[src/rtl/b62_pkg.sv]
// Shared types, constants and helpers for the base-62 digit converter.
`timescale 1ns / 1ps

package b62_pkg;

  // Item widths
  localparam int unsigned NUM_W    = 64;
  localparam int unsigned SYM_W    = 7;
  localparam int unsigned OUT_TD_W = 8;

  // Digit chain geometry: one cell per base-62 digit, one input chunk per cycle
  localparam int unsigned RADIX      = 62;
  localparam int unsigned DIGIT_W    = 6;
  localparam int unsigned CELL_N     = 11;
  localparam int unsigned CELL_IDX_W = 4;
  localparam int unsigned CHUNK_W    = 8;
  localparam int unsigned CHUNK_N    = NUM_W / CHUNK_W;

  // Cycles from the first chunk entering cell 0 to the last cell finishing
  localparam int unsigned CONV_CYCLES = CHUNK_N + CELL_N - 1;
  localparam int unsigned CNT_W       = 5;

  // Partial value inside a cell: digit * 2^CHUNK_W + carry, below 62 * 2^CHUNK_W
  localparam int unsigned ACC_W = DIGIT_W + CHUNK_W;

  // Reciprocal of 62 for the in-cell quotient: exact for every ACC_W-bit value
  localparam int unsigned RECIP_S = 20;
  localparam int unsigned RECIP_K = 16913;
  localparam int unsigned RECIP_W = 15;
  localparam int unsigned PROD_W  = ACC_W + RECIP_W;

  // Digit thresholds and ASCII offsets of the three alphabet ranges
  localparam int unsigned DIGIT_UPPER_LO = 10;
  localparam int unsigned DIGIT_LOWER_LO = 36;
  localparam int unsigned ASCII_DIGIT_OFS = 48;
  localparam int unsigned ASCII_UPPER_OFS = 55;
  localparam int unsigned ASCII_LOWER_OFS = 61;

  // Controller states
  typedef enum logic [1:0] {
    ST_IDLE,
    ST_CONV,
    ST_LEAD,
    ST_EMIT
  } b62_state_e;

  // Link handed from one cell to its more significant neighbor
  typedef struct packed {
    logic               en;
    logic [CHUNK_W-1:0] carry;
  } b62_link_t;

  // Map one digit value to its ASCII character
  function automatic logic [SYM_W-1:0] digit_to_sym(input logic [DIGIT_W-1:0] d);
    logic [SYM_W-1:0] dx;
    dx = SYM_W'(d);
    if (d < DIGIT_W'(DIGIT_UPPER_LO)) begin
      return dx + SYM_W'(ASCII_DIGIT_OFS);
    end else if (d < DIGIT_W'(DIGIT_LOWER_LO)) begin
      return dx + SYM_W'(ASCII_UPPER_OFS);
    end else begin
      return dx + SYM_W'(ASCII_LOWER_OFS);
    end
  endfunction

endpackage

[src/rtl/base62_number_to_digits_core.sv]
// Top level: 64-bit value in, base-62 ASCII characters out, most significant first.
`timescale 1ns / 1ps

// Usage:
//  - Slave stream (s_axis_*): one 64-bit unsigned value per request in tdata.
//  - Master stream (m_axis_*): one ASCII character per request, tdata[6:0] holds the
//    character, tdata[7] is zero, tlast marks the least significant digit of the run.
//  - A run has 1 to 11 characters with no leading zeros; zero gives the single '0'.
//  - The value enters a row of 11 digit cells one byte per cycle, top byte first;
//    each cell holds one base-62 digit and hands its carry to the next cell every
//    cycle; once the row has settled, the ST_LEAD state finds the leading digit.
//  - A new value is taken only once every character of the previous run is accepted.
//  - s_axis_tready is high only while no conversion is in flight.
//  - A stall on m_axis_tready holds the current character and tlast unchanged.
//  - Reset returns the block to idle with s_axis_tready high; nothing is kept
//    between values.

module base62_number_to_digits_core (
  input  logic                           clk_i,
  input  logic                           rst_ni,
  // Slave stream
  input  logic                           s_axis_tvalid,
  output logic                           s_axis_tready,
  input  logic [b62_pkg::NUM_W-1:0]      s_axis_tdata,   // [63:0] number
  // Master stream
  output logic                           m_axis_tvalid,
  input  logic                           m_axis_tready,
  output logic [b62_pkg::OUT_TD_W-1:0]   m_axis_tdata,   // [6:0] symbol, [7] zero pad
  output logic                           m_axis_tlast    // final_res
);
  import b62_pkg::*;

  b62_state_e state_q, state_d;
  logic [CNT_W-1:0]      cnt_q, cnt_d;
  logic [CELL_IDX_W-1:0] idx_q, idx_d;
  logic [NUM_W-1:0]      num_q, num_d;

  logic in_acc, clr;
  b62_link_t          links [CELL_N+1];
  logic [DIGIT_W-1:0] digits [CELL_N];
  logic [CELL_IDX_W-1:0] msd_idx;

  assign in_acc  = s_axis_tvalid && s_axis_tready;
  assign clr     = in_acc;

  // Feed the top byte into the least significant cell while chunks remain
  assign links[0].en    = (state_q == ST_CONV) && (cnt_q < CNT_W'(CHUNK_N));
  assign links[0].carry = num_q[NUM_W-1 -: CHUNK_W];

  // Row of digit cells, cell 0 is the least significant digit
  for (genvar g = 0; g < CELL_N; g++) begin : g_cell
    b62_cell u_cell (
      .clk_i   (clk_i),
      .rst_ni  (rst_ni),
      .clr_i   (clr),
      .link_i  (links[g]),
      .link_o  (links[g+1]),
      .digit_o (digits[g])
    );
  end

  // Find the most significant nonzero digit, default to digit 0
  always_comb begin
    msd_idx = '0;
    for (int i = 1; i < CELL_N; i++) begin
      if (digits[i] != '0) begin
        msd_idx = CELL_IDX_W'(i);
      end
    end
  end

  // Next state and stream outputs
  always_comb begin
    state_d       = state_q;
    cnt_d         = cnt_q;
    idx_d         = idx_q;
    num_d         = num_q;
    s_axis_tready = 1'b0;
    m_axis_tvalid = 1'b0;
    unique case (state_q)
      ST_IDLE: begin
        s_axis_tready = 1'b1;
        if (s_axis_tvalid) begin
          num_d   = s_axis_tdata;
          cnt_d   = '0;
          state_d = ST_CONV;
        end
      end
      ST_CONV: begin
        num_d = num_q << CHUNK_W;
        cnt_d = cnt_q + CNT_W'(1);
        if (cnt_q == CNT_W'(CONV_CYCLES - 1)) begin
          state_d = ST_LEAD;
        end
      end
      ST_LEAD: begin
        idx_d   = msd_idx;
        state_d = ST_EMIT;
      end
      ST_EMIT: begin
        m_axis_tvalid = 1'b1;
        if (m_axis_tready) begin
          if (idx_q == '0) begin
            state_d = ST_IDLE;
          end else begin
            idx_d = idx_q - CELL_IDX_W'(1);
          end
        end
      end
      default: begin
        state_d = ST_IDLE;
      end
    endcase
  end

  // Hold the character under the emit index
  assign m_axis_tdata = OUT_TD_W'(digit_to_sym(digits[idx_q]));
  assign m_axis_tlast = (idx_q == '0);

  // Control registers
  always_ff @(posedge clk_i or negedge rst_ni) begin
    if (!rst_ni) begin
      state_q <= ST_IDLE;
      cnt_q   <= '0;
      idx_q   <= '0;
    end else begin
      state_q <= state_d;
      cnt_q   <= cnt_d;
      idx_q   <= idx_d;
    end
  end

  // Input shift register, payload only
  always_ff @(posedge clk_i) begin
    num_q <= num_d;
  end

endmodule

[src/rtl/b62_cell.sv]
// One base-62 digit cell: digit = (digit * 256 + carry_in) mod 62, carry out to the next cell.
`timescale 1ns / 1ps

module b62_cell (
  input  logic                         clk_i,
  input  logic                         rst_ni,
  input  logic                         clr_i,
  input  b62_pkg::b62_link_t           link_i,
  output b62_pkg::b62_link_t           link_o,
  output logic [b62_pkg::DIGIT_W-1:0]  digit_o
);
  import b62_pkg::*;

  logic [DIGIT_W-1:0] digit_q, digit_d;
  logic [CHUNK_W-1:0] carry_q, carry_d;
  logic               en_q;

  logic [ACC_W-1:0]   acc;
  logic [PROD_W-1:0]  prod;
  logic [CHUNK_W-1:0] quot;
  logic [ACC_W-1:0]   rem_full;

  // Shift the chunk into this digit and split off the quotient by 62
  always_comb begin
    acc      = {digit_q, {CHUNK_W{1'b0}}} + ACC_W'(link_i.carry);
    prod     = PROD_W'(acc) * PROD_W'(RECIP_K);
    quot     = prod[RECIP_S +: CHUNK_W];
    // remainder = acc - 64*q + 2*q
    rem_full = acc - (ACC_W'(quot) << 6) + (ACC_W'(quot) << 1);
    digit_d  = link_i.en ? rem_full[DIGIT_W-1:0] : digit_q;
    carry_d  = link_i.en ? quot : '0;
  end

  // Hold the digit, pass the carry and the enable token onward
  always_ff @(posedge clk_i or negedge rst_ni) begin
    if (!rst_ni) begin
      digit_q <= '0;
      carry_q <= '0;
      en_q    <= 1'b0;
    end else if (clr_i) begin
      digit_q <= '0;
      carry_q <= '0;
      en_q    <= 1'b0;
    end else begin
      digit_q <= digit_d;
      carry_q <= carry_d;
      en_q    <= link_i.en;
    end
  end

  assign link_o.en    = en_q;
  assign link_o.carry = carry_q;
  assign digit_o      = digit_q;

endmodule

[config.mk]
export PLATFORM = sky130hd
export DESIGN_NAME = base62_number_to_digits_core
export DESIGN_NICKNAME = d
export VERILOG_FILES = /design/src/rtl/b62_pkg.sv /design/src/rtl/base62_number_to_digits_core.sv /design/src/rtl/b62_cell.sv
export SDC_FILE = /design/constraint.sdc
export NUM_CORES = 1
export LEC_CHECK = 0
export BUFFER_PORTS_ARGS = -buffer_cell sky130_fd_sc_hd__buf_2
export CORE_ASPECT_RATIO = 1.2
export CORE_MARGIN = 3
export CORE_UTILIZATION = 50
export DETAILED_ROUTE_END_ITERATION = 8
export PLACE_DENSITY = 0.75
export SYNTH_ARGS = -nofsm -noshare
export SYNTH_HDL_FRONTEND = slang
export SYNTH_SLANG_ARGS = --single-unit
[constraint.sdc]
create_clock -name clk_i -period 6.55 [get_ports clk_i]
set_input_delay 1.6375 -clock clk_i [delete_from_list [all_inputs] [get_ports clk_i]]
set_output_delay 1.6375 -clock clk_i [all_outputs]
set_load 0.1 [all_outputs]
# After elaboration in Yosys (flattened, before gate mapping)
# Cells that the tools add are included.
totals:
  register_bits: 231
  latchBits: 0
  mem_bits_rw: 0
  mem_bits_ro: 0
  in_bits: 68
  word_cells: 209
  memories: 0
classes:
  n_addsub: 38
  mul: 11
  div: 0
  magnitude_cmp: 4
  eq_ne: 9
  n_shift: 0
  mux: 81
  bitwise: 1
  n_reduce_logical: 30
op_table:
  columns: ["cell", "count"]
  rows:
  - ["$mul 14x15->28 const B", 10]
  - ["$mux 8", 20]
  - ["$add 14x8->14", 11]
  - ["$mux 6", 24]
  - ["$pmux 64 s2", 1]
  - ["$add 6x6->6", 11]
  - ["$sub 6x1->6 const B", 11]
  - ["$mux 64", 1]
  - ["$reduce_bool 6->1", 10]
  - ["$mux 4", 9]
  - ["$reduce_bool 2->1", 13]
  - ["$mul 14x15->25 const B", 1]
  - ["$bmux 6 s4", 1]
  - ["$add 6x6->7 const B", 3]
  - ["$mux 7", 2]
  - ["$mux 1", 13]
  - ["$mux 2", 6]
  - ["$pmux 5 s2", 1]
  - ["$ne 2x2->1 const B", 4]
  - ["$pmux 2 s4", 1]
  - ["$pmux 4 s2", 1]
  - ["$lt 6x4->1 const B", 1]
  - ["$lt 6x6->1 const B", 1]
  - ["$add 5x1->5 const B", 1]
  - ["other kinds (15)", 17]

# Logic depth before layout (Yosys ltp)
logic_depth:
  depth_word: 12
  mapped_depth: 25

# Hierarchy
# A second synthesis with hierarchy kept.
hier_totals:
  hier_cells: 3202
  hier_area_um2: 31801.8
modules_own_cells:
  columns: ["mod", "n_inst", "cells_per_inst", "area_per_inst_um2"]
  rows:
  - ["b62_cell (g_cell[0].u_cell ...)", 4, 252, 2453.6]
  - ["b62_cell (g_cell[6].u_cell ...)", 3, 265, 2512.4]
  - ["base62_number_to_digits_core", 1, 345, 4450.5]
  - ["b62_cell (g_cell[2].u_cell)", 1, 276, 2595.0]
  - ["b62_cell (g_cell[9].u_cell)", 1, 271, 2538.7]
  - ["b62_cell (g_cell[4].u_cell)", 1, 258, 2469.9]
  - ["b62_cell (g_cell[5].u_cell)", 1, 249, 2396.0]

# Worst setup path before layout
# No wires, ideal clock.
synth_path:
  path_kind: "reg2reg"
  start: "reg state_q[0]"
  end: "reg cnt_q[3]"
  arrival_ps: 6626
  slack_ps: -201
  stages_incl_launch_ff: 7
  n_path_buf: 0
  synth_period_minus_slack_ps: 6751
  cell_sequence: "dfrtp_1 -> inv_1 -> ha_1 -> o21ai_0 -> nand4_1 -> xnor2_1 -> nor2_1"
synth_between:
  elab_chain_len: 3
synth_rtl:
  columns: ["item", "line_no", "rtl"]
  rows:
  - ["start, declared", "base62_number_to_digits_core.sv:33", "b62_state_e state_q, state_d;"]
  - ["start signal, assigned", "base62_number_to_digits_core.sv:127", "state_q <= state_d;"]
  - ["$eq 2x1->1 or $logic_not 2->1 (tied branches)", "base62_number_to_digits_core.sv:80", "unique case (state_q)"]
  - ["$reduce_bool 2->1 (no line) or $ne 2x2->1 (tied branches)", null, null]
  - ["$reduce_and 2->1 (no line)", null, null]
  - ["end signal, assigned", "base62_number_to_digits_core.sv:128", "cnt_q <= cnt_d;"]
  - ["end, declared", "base62_number_to_digits_core.sv:34", "logic [CNT_W-1:0] cnt_q, cnt_d;"]
# Several ways; a longest one is shown, not always the timed one.
# A chain may end at the register's enable or synchronous reset.

# Worst setup path in the final report
layout_path:
  start: "reg idx_q[0]"
  end: "out m_axis_tdata[5] (netlist name)"
layout_between:
  elab_chain_len: 7
layout_rtl:
  columns: ["item", "line_no", "rtl"]
  rows:
  - ["start, declared", "base62_number_to_digits_core.sv:35", "logic [CELL_IDX_W-1:0] idx_q, idx_d;"]
  - ["start signal, assigned", "base62_number_to_digits_core.sv:129", "idx_q <= idx_d;"]
  - ["$not 4->5 (not written as such) *", "base62_number_to_digits_core.sv:117", "assign m_axis_tdata = OUT_TD_W'(digit_to_sym(digits[idx_q]));"]
  - ["$bmux 6 s4 *", "base62_number_to_digits_core.sv:117", null]
  - ["$mux 6 (not written as such) * (2 in series)", "base62_number_to_digits_core.sv:117", null]
  - ["$add 6x6->7, or another cell as far along", "b62_pkg.sv:62", "return dx + SYM_W'(ASCII_LOWER_OFS);"]
  - ["$mux 7", "b62_pkg.sv:59", "end else if (d < DIGIT_W'(DIGIT_LOWER_LO)) begin"]
  - ["$mux 7 *", "b62_pkg.sv:57", "if (d < DIGIT_W'(DIGIT_UPPER_LO)) begin"]
  - ["end, declared", "base62_number_to_digits_core.sv:28", "output logic [b62_pkg::OUT_TD_W-1:0] m_axis_tdata,"]
# Every way passes the cells marked *; elsewhere a longest branch is shown, timed or not. The select of a mux whose other input is x is not followed.

==> results.md <==
- Register bit count reported by yosys: 231
- Relative slew margins: 42.8%
- Yosys warnings: 0
- Root Driver: clkbuf_16
- Top cells by area, synth: ha_1, dfrtp_1, fa_1
- Area leader, netlist: ha_1
- CTS Buf Count: 28
- GR Layer Usage met3: 2.06%
- Commonest cells in the netlist: ha_1, inv_1, dfrtp_1
- Horiz. Die Dim: 223 µm
- Setup Fix Bufs, Post-CTS: 0
- Core area: 55300 µm²
- DRC: 0
- Mean post-synth cell area: 10.3 µm²
- Area growth, synth to finish: 7.64%
- Tightest Hold Check Type: reg2reg
- EDFF count, synth: 64
- Die area: 59200 µm²
- Nets@finish: 3858
- IO Pins: 79
- Skew final: 0.0216 ns
- Final worst-path cycle share: 94.0%
- Met2 usage: 40.5%
- CTS Sinks: 231
- Worst setup EP type: primary output
- Busiest layer in global routing: met2
- Avg WL per Cell: 17.2 µm
- Top-area cell type share of the netlist area: 38.5%
- Slew at the pin closest to its max-slew limit: 0.857 ns
- Total Power: 10400 µW
- Max-slew violation count: 0
- Setup TNS: 0 ns
- Critical R2R Launch: g_cell[0].u_cell.digit_o[1]$_DFFE_PN0P_
- Worst setup SP type: flip-flop
- Starting Density: 50.9%
- Clk slew on worst S/H paths: 0.06 ns
- Final WL: 61200 µm
- Static leakage: 0.0185 µW
- Mapped Nets: 3772
- Endpoints failing hold: 0
- HPWL after DPL: 50900 µm
- TritonCTS clock tree: yes
- DRT iter0 DRCs: 843
- Async set-reset flop share out of synthesis: 72.3%
- Max_cap viols: 0
- VDD IR max: 1630 µV
- Die Y: 266 µm
- Via/cell ratio: 5.58
- Final setup viols: 0
- Via count: 19800
- Synth Flop Type: dfrtp_1
- Synthesized area: 28100 µm²
- Largest net degree at the start of global routing: 71
- Port bufs: 77
- Min-delay src: num_q[36]$_DFFE_PP_
- CP Launch Point: idx_q[0]$_DFFE_PN0P_
- H-tree Lvls: 1
- Clk buf depth: 3
- Met1 usage: 24.2%
- WS Path Type: reg2out
- Rows: 94
- RD Place Congestion: 0.905
- WP data required: 4.91 ns
- GRT Residual Overflow: 0
- Total GRT Usage: 21.0%
- Antenna Violating Nets Remaining: 0
- FMAX: 0.162 GHz
- Maximum fanout along the worst path: 20
- Antenna violations before repair: 4
- RSZ-0062 raised after global routing: false
- WP data arrival: 4.52 ns
- Most frequent cell after synthesis: ha_1
- Tmin final: 6.15 ns
- First-pass detailed-route iteration total: 5
- PwrDens: 343 nW/µm²
- Vias in the first global route: 21800
- Cells after synthesis: 2728
- Worst-Skew Late Latency: 0.55 ns
- Netlist cell types: 77
- First-pass GRT wire length: 104000 µm
- Post-synthesis sequential area ratio: 21.7%
- Share of cells above drive strength 1: 7.95%
- Status: complete, no violations
==> area by class of cell <==
cell class              count  area, µm²
diodes                      3       7.51
clock buffers              34        764
clock inverters            13        124
fillers                  4752      25000
inverters                 438       1640
multi-input cells        2024      20300
flip-flops and latches    231       6100
well taps                 720        901
repair buffers             91        497
==> critical path: stages (launching register included) <==
cell	delay [ns]
dfrtp_1	0.56
buf_4	0.34
mux2_2	0.37
o22ai_1	0.17
nor3_1	0.08
a21oi_1	0.39
inv_1	0.14
ha_1	0.20
nand2b_1	0.16
inv_1	0.11
ha_1	0.23
a211o_1	0.29
a211oi_2	0.25
xnor2_1	0.10
mux2i_1	0.15
buf_2	0.44
==> kinds of logic (layout without fill, tap and decap cells) <==
kind of cell | Yosys count | count (layout) | share of synthesized area, %
AOI/OAI and AO/OA | 388 | 388 | 9.19
xor gates and xnor gates | 122 | 122 | 3.99
adders and majority gates | 976 | 976 | 46.4
buffers and inverters | 473 | 576 | 6.40
DFF | 231 | 231 | 21.7
muxes | 129 | 129 | 5.34
other | 1 | 4 | 0.0133
and+or+nand+nor | 408 | 408 | 7.02
==> worst paths after layout <==
check,to,slack (ns),cells after the start
worst max-delay path,m_axis_tdata[5],0.40,15
worst min register to register,num_q[44]$_DFFE_PP_,0.55,1
max in group asynchronous,g_cell[8].u_cell.carry_q[5]$_DFF_PN0_,4.30,2
min in group asynchronous,g_cell[7].u_cell.carry_q[2]$_DFF_PN0_,1.10,1
worst min-delay path,num_q[44]$_DFFE_PP_,0.55,1
worst max register to register,g_cell[0].u_cell.digit_o[5]$_DFFE_PN0P_,0.93,22
==> metal layers <==
metal  vias to the layer above  share of wire [%]
met2                       297                 53
met1                      9614                 41
li1                       9778                  -
met4                         2                3.5
met5                         -              0.021
met3                       141                2.6
==> repair_timing <==
action                                  CTS  global route
gates resized for setup                   0             1
endpoints found under the setup margin    0             2
hold buffers                              0             0
==> registers in the layout, indices dropped and copies added, names as in the netlist <==
signal,cells
g_cell.u_cell.carry_q,80
g_cell.u_cell.digit_o,66
num_q,64
g_cell.u_cell.en_q,10
cnt_q,5
idx_q,4
state_q,2
==> metrics by stage <==
| step | std cells | hold WS [ns] | utilization [%] | setup WS, ns | cell area, µm² |
|---|---|---|---|---|---|
| CTS | 3551 | 0.550 | 54.8 | 0.320 | 30300 |
| global placement | 3504 | 0.527 | 53.2 | 0.967 | 29400 |
| floorplan | 2728 | 0.523 | - | 0.520 | 28100 |
| finish | 3554 | 0.550 | 54.8 | 0.395 | 30300 |
| detailed placement | 3504 | 0.533 | 53.2 | 0.915 | 29400 |
| global route | 3554 | 0.563 | 54.8 | 0.0929 | 30300 |
==> power by group <==
part | switching (µW) | internal, µW | leakage [µW]
Combinational | 3820 | 2550 | 0.0152
Sequential | 532 | 1970 | 0.00289
Clock | 610 | 901 | 0.000443
==> cell usage in the layout, fill, tap and decap left out, types with 60 or more instances in the layout <==
cell	n
fa_1	111
nand2_1	63
o21ai_0	65
ha_1	864
edfxtp_1	64
nor2_1	148
a21oi_1	104
dfrtp_1	167
a21o_1	60
mux2_2	65
inv_1	438
buf_2	76
xnor2_1	83
(Power assumes the default switching activity.)
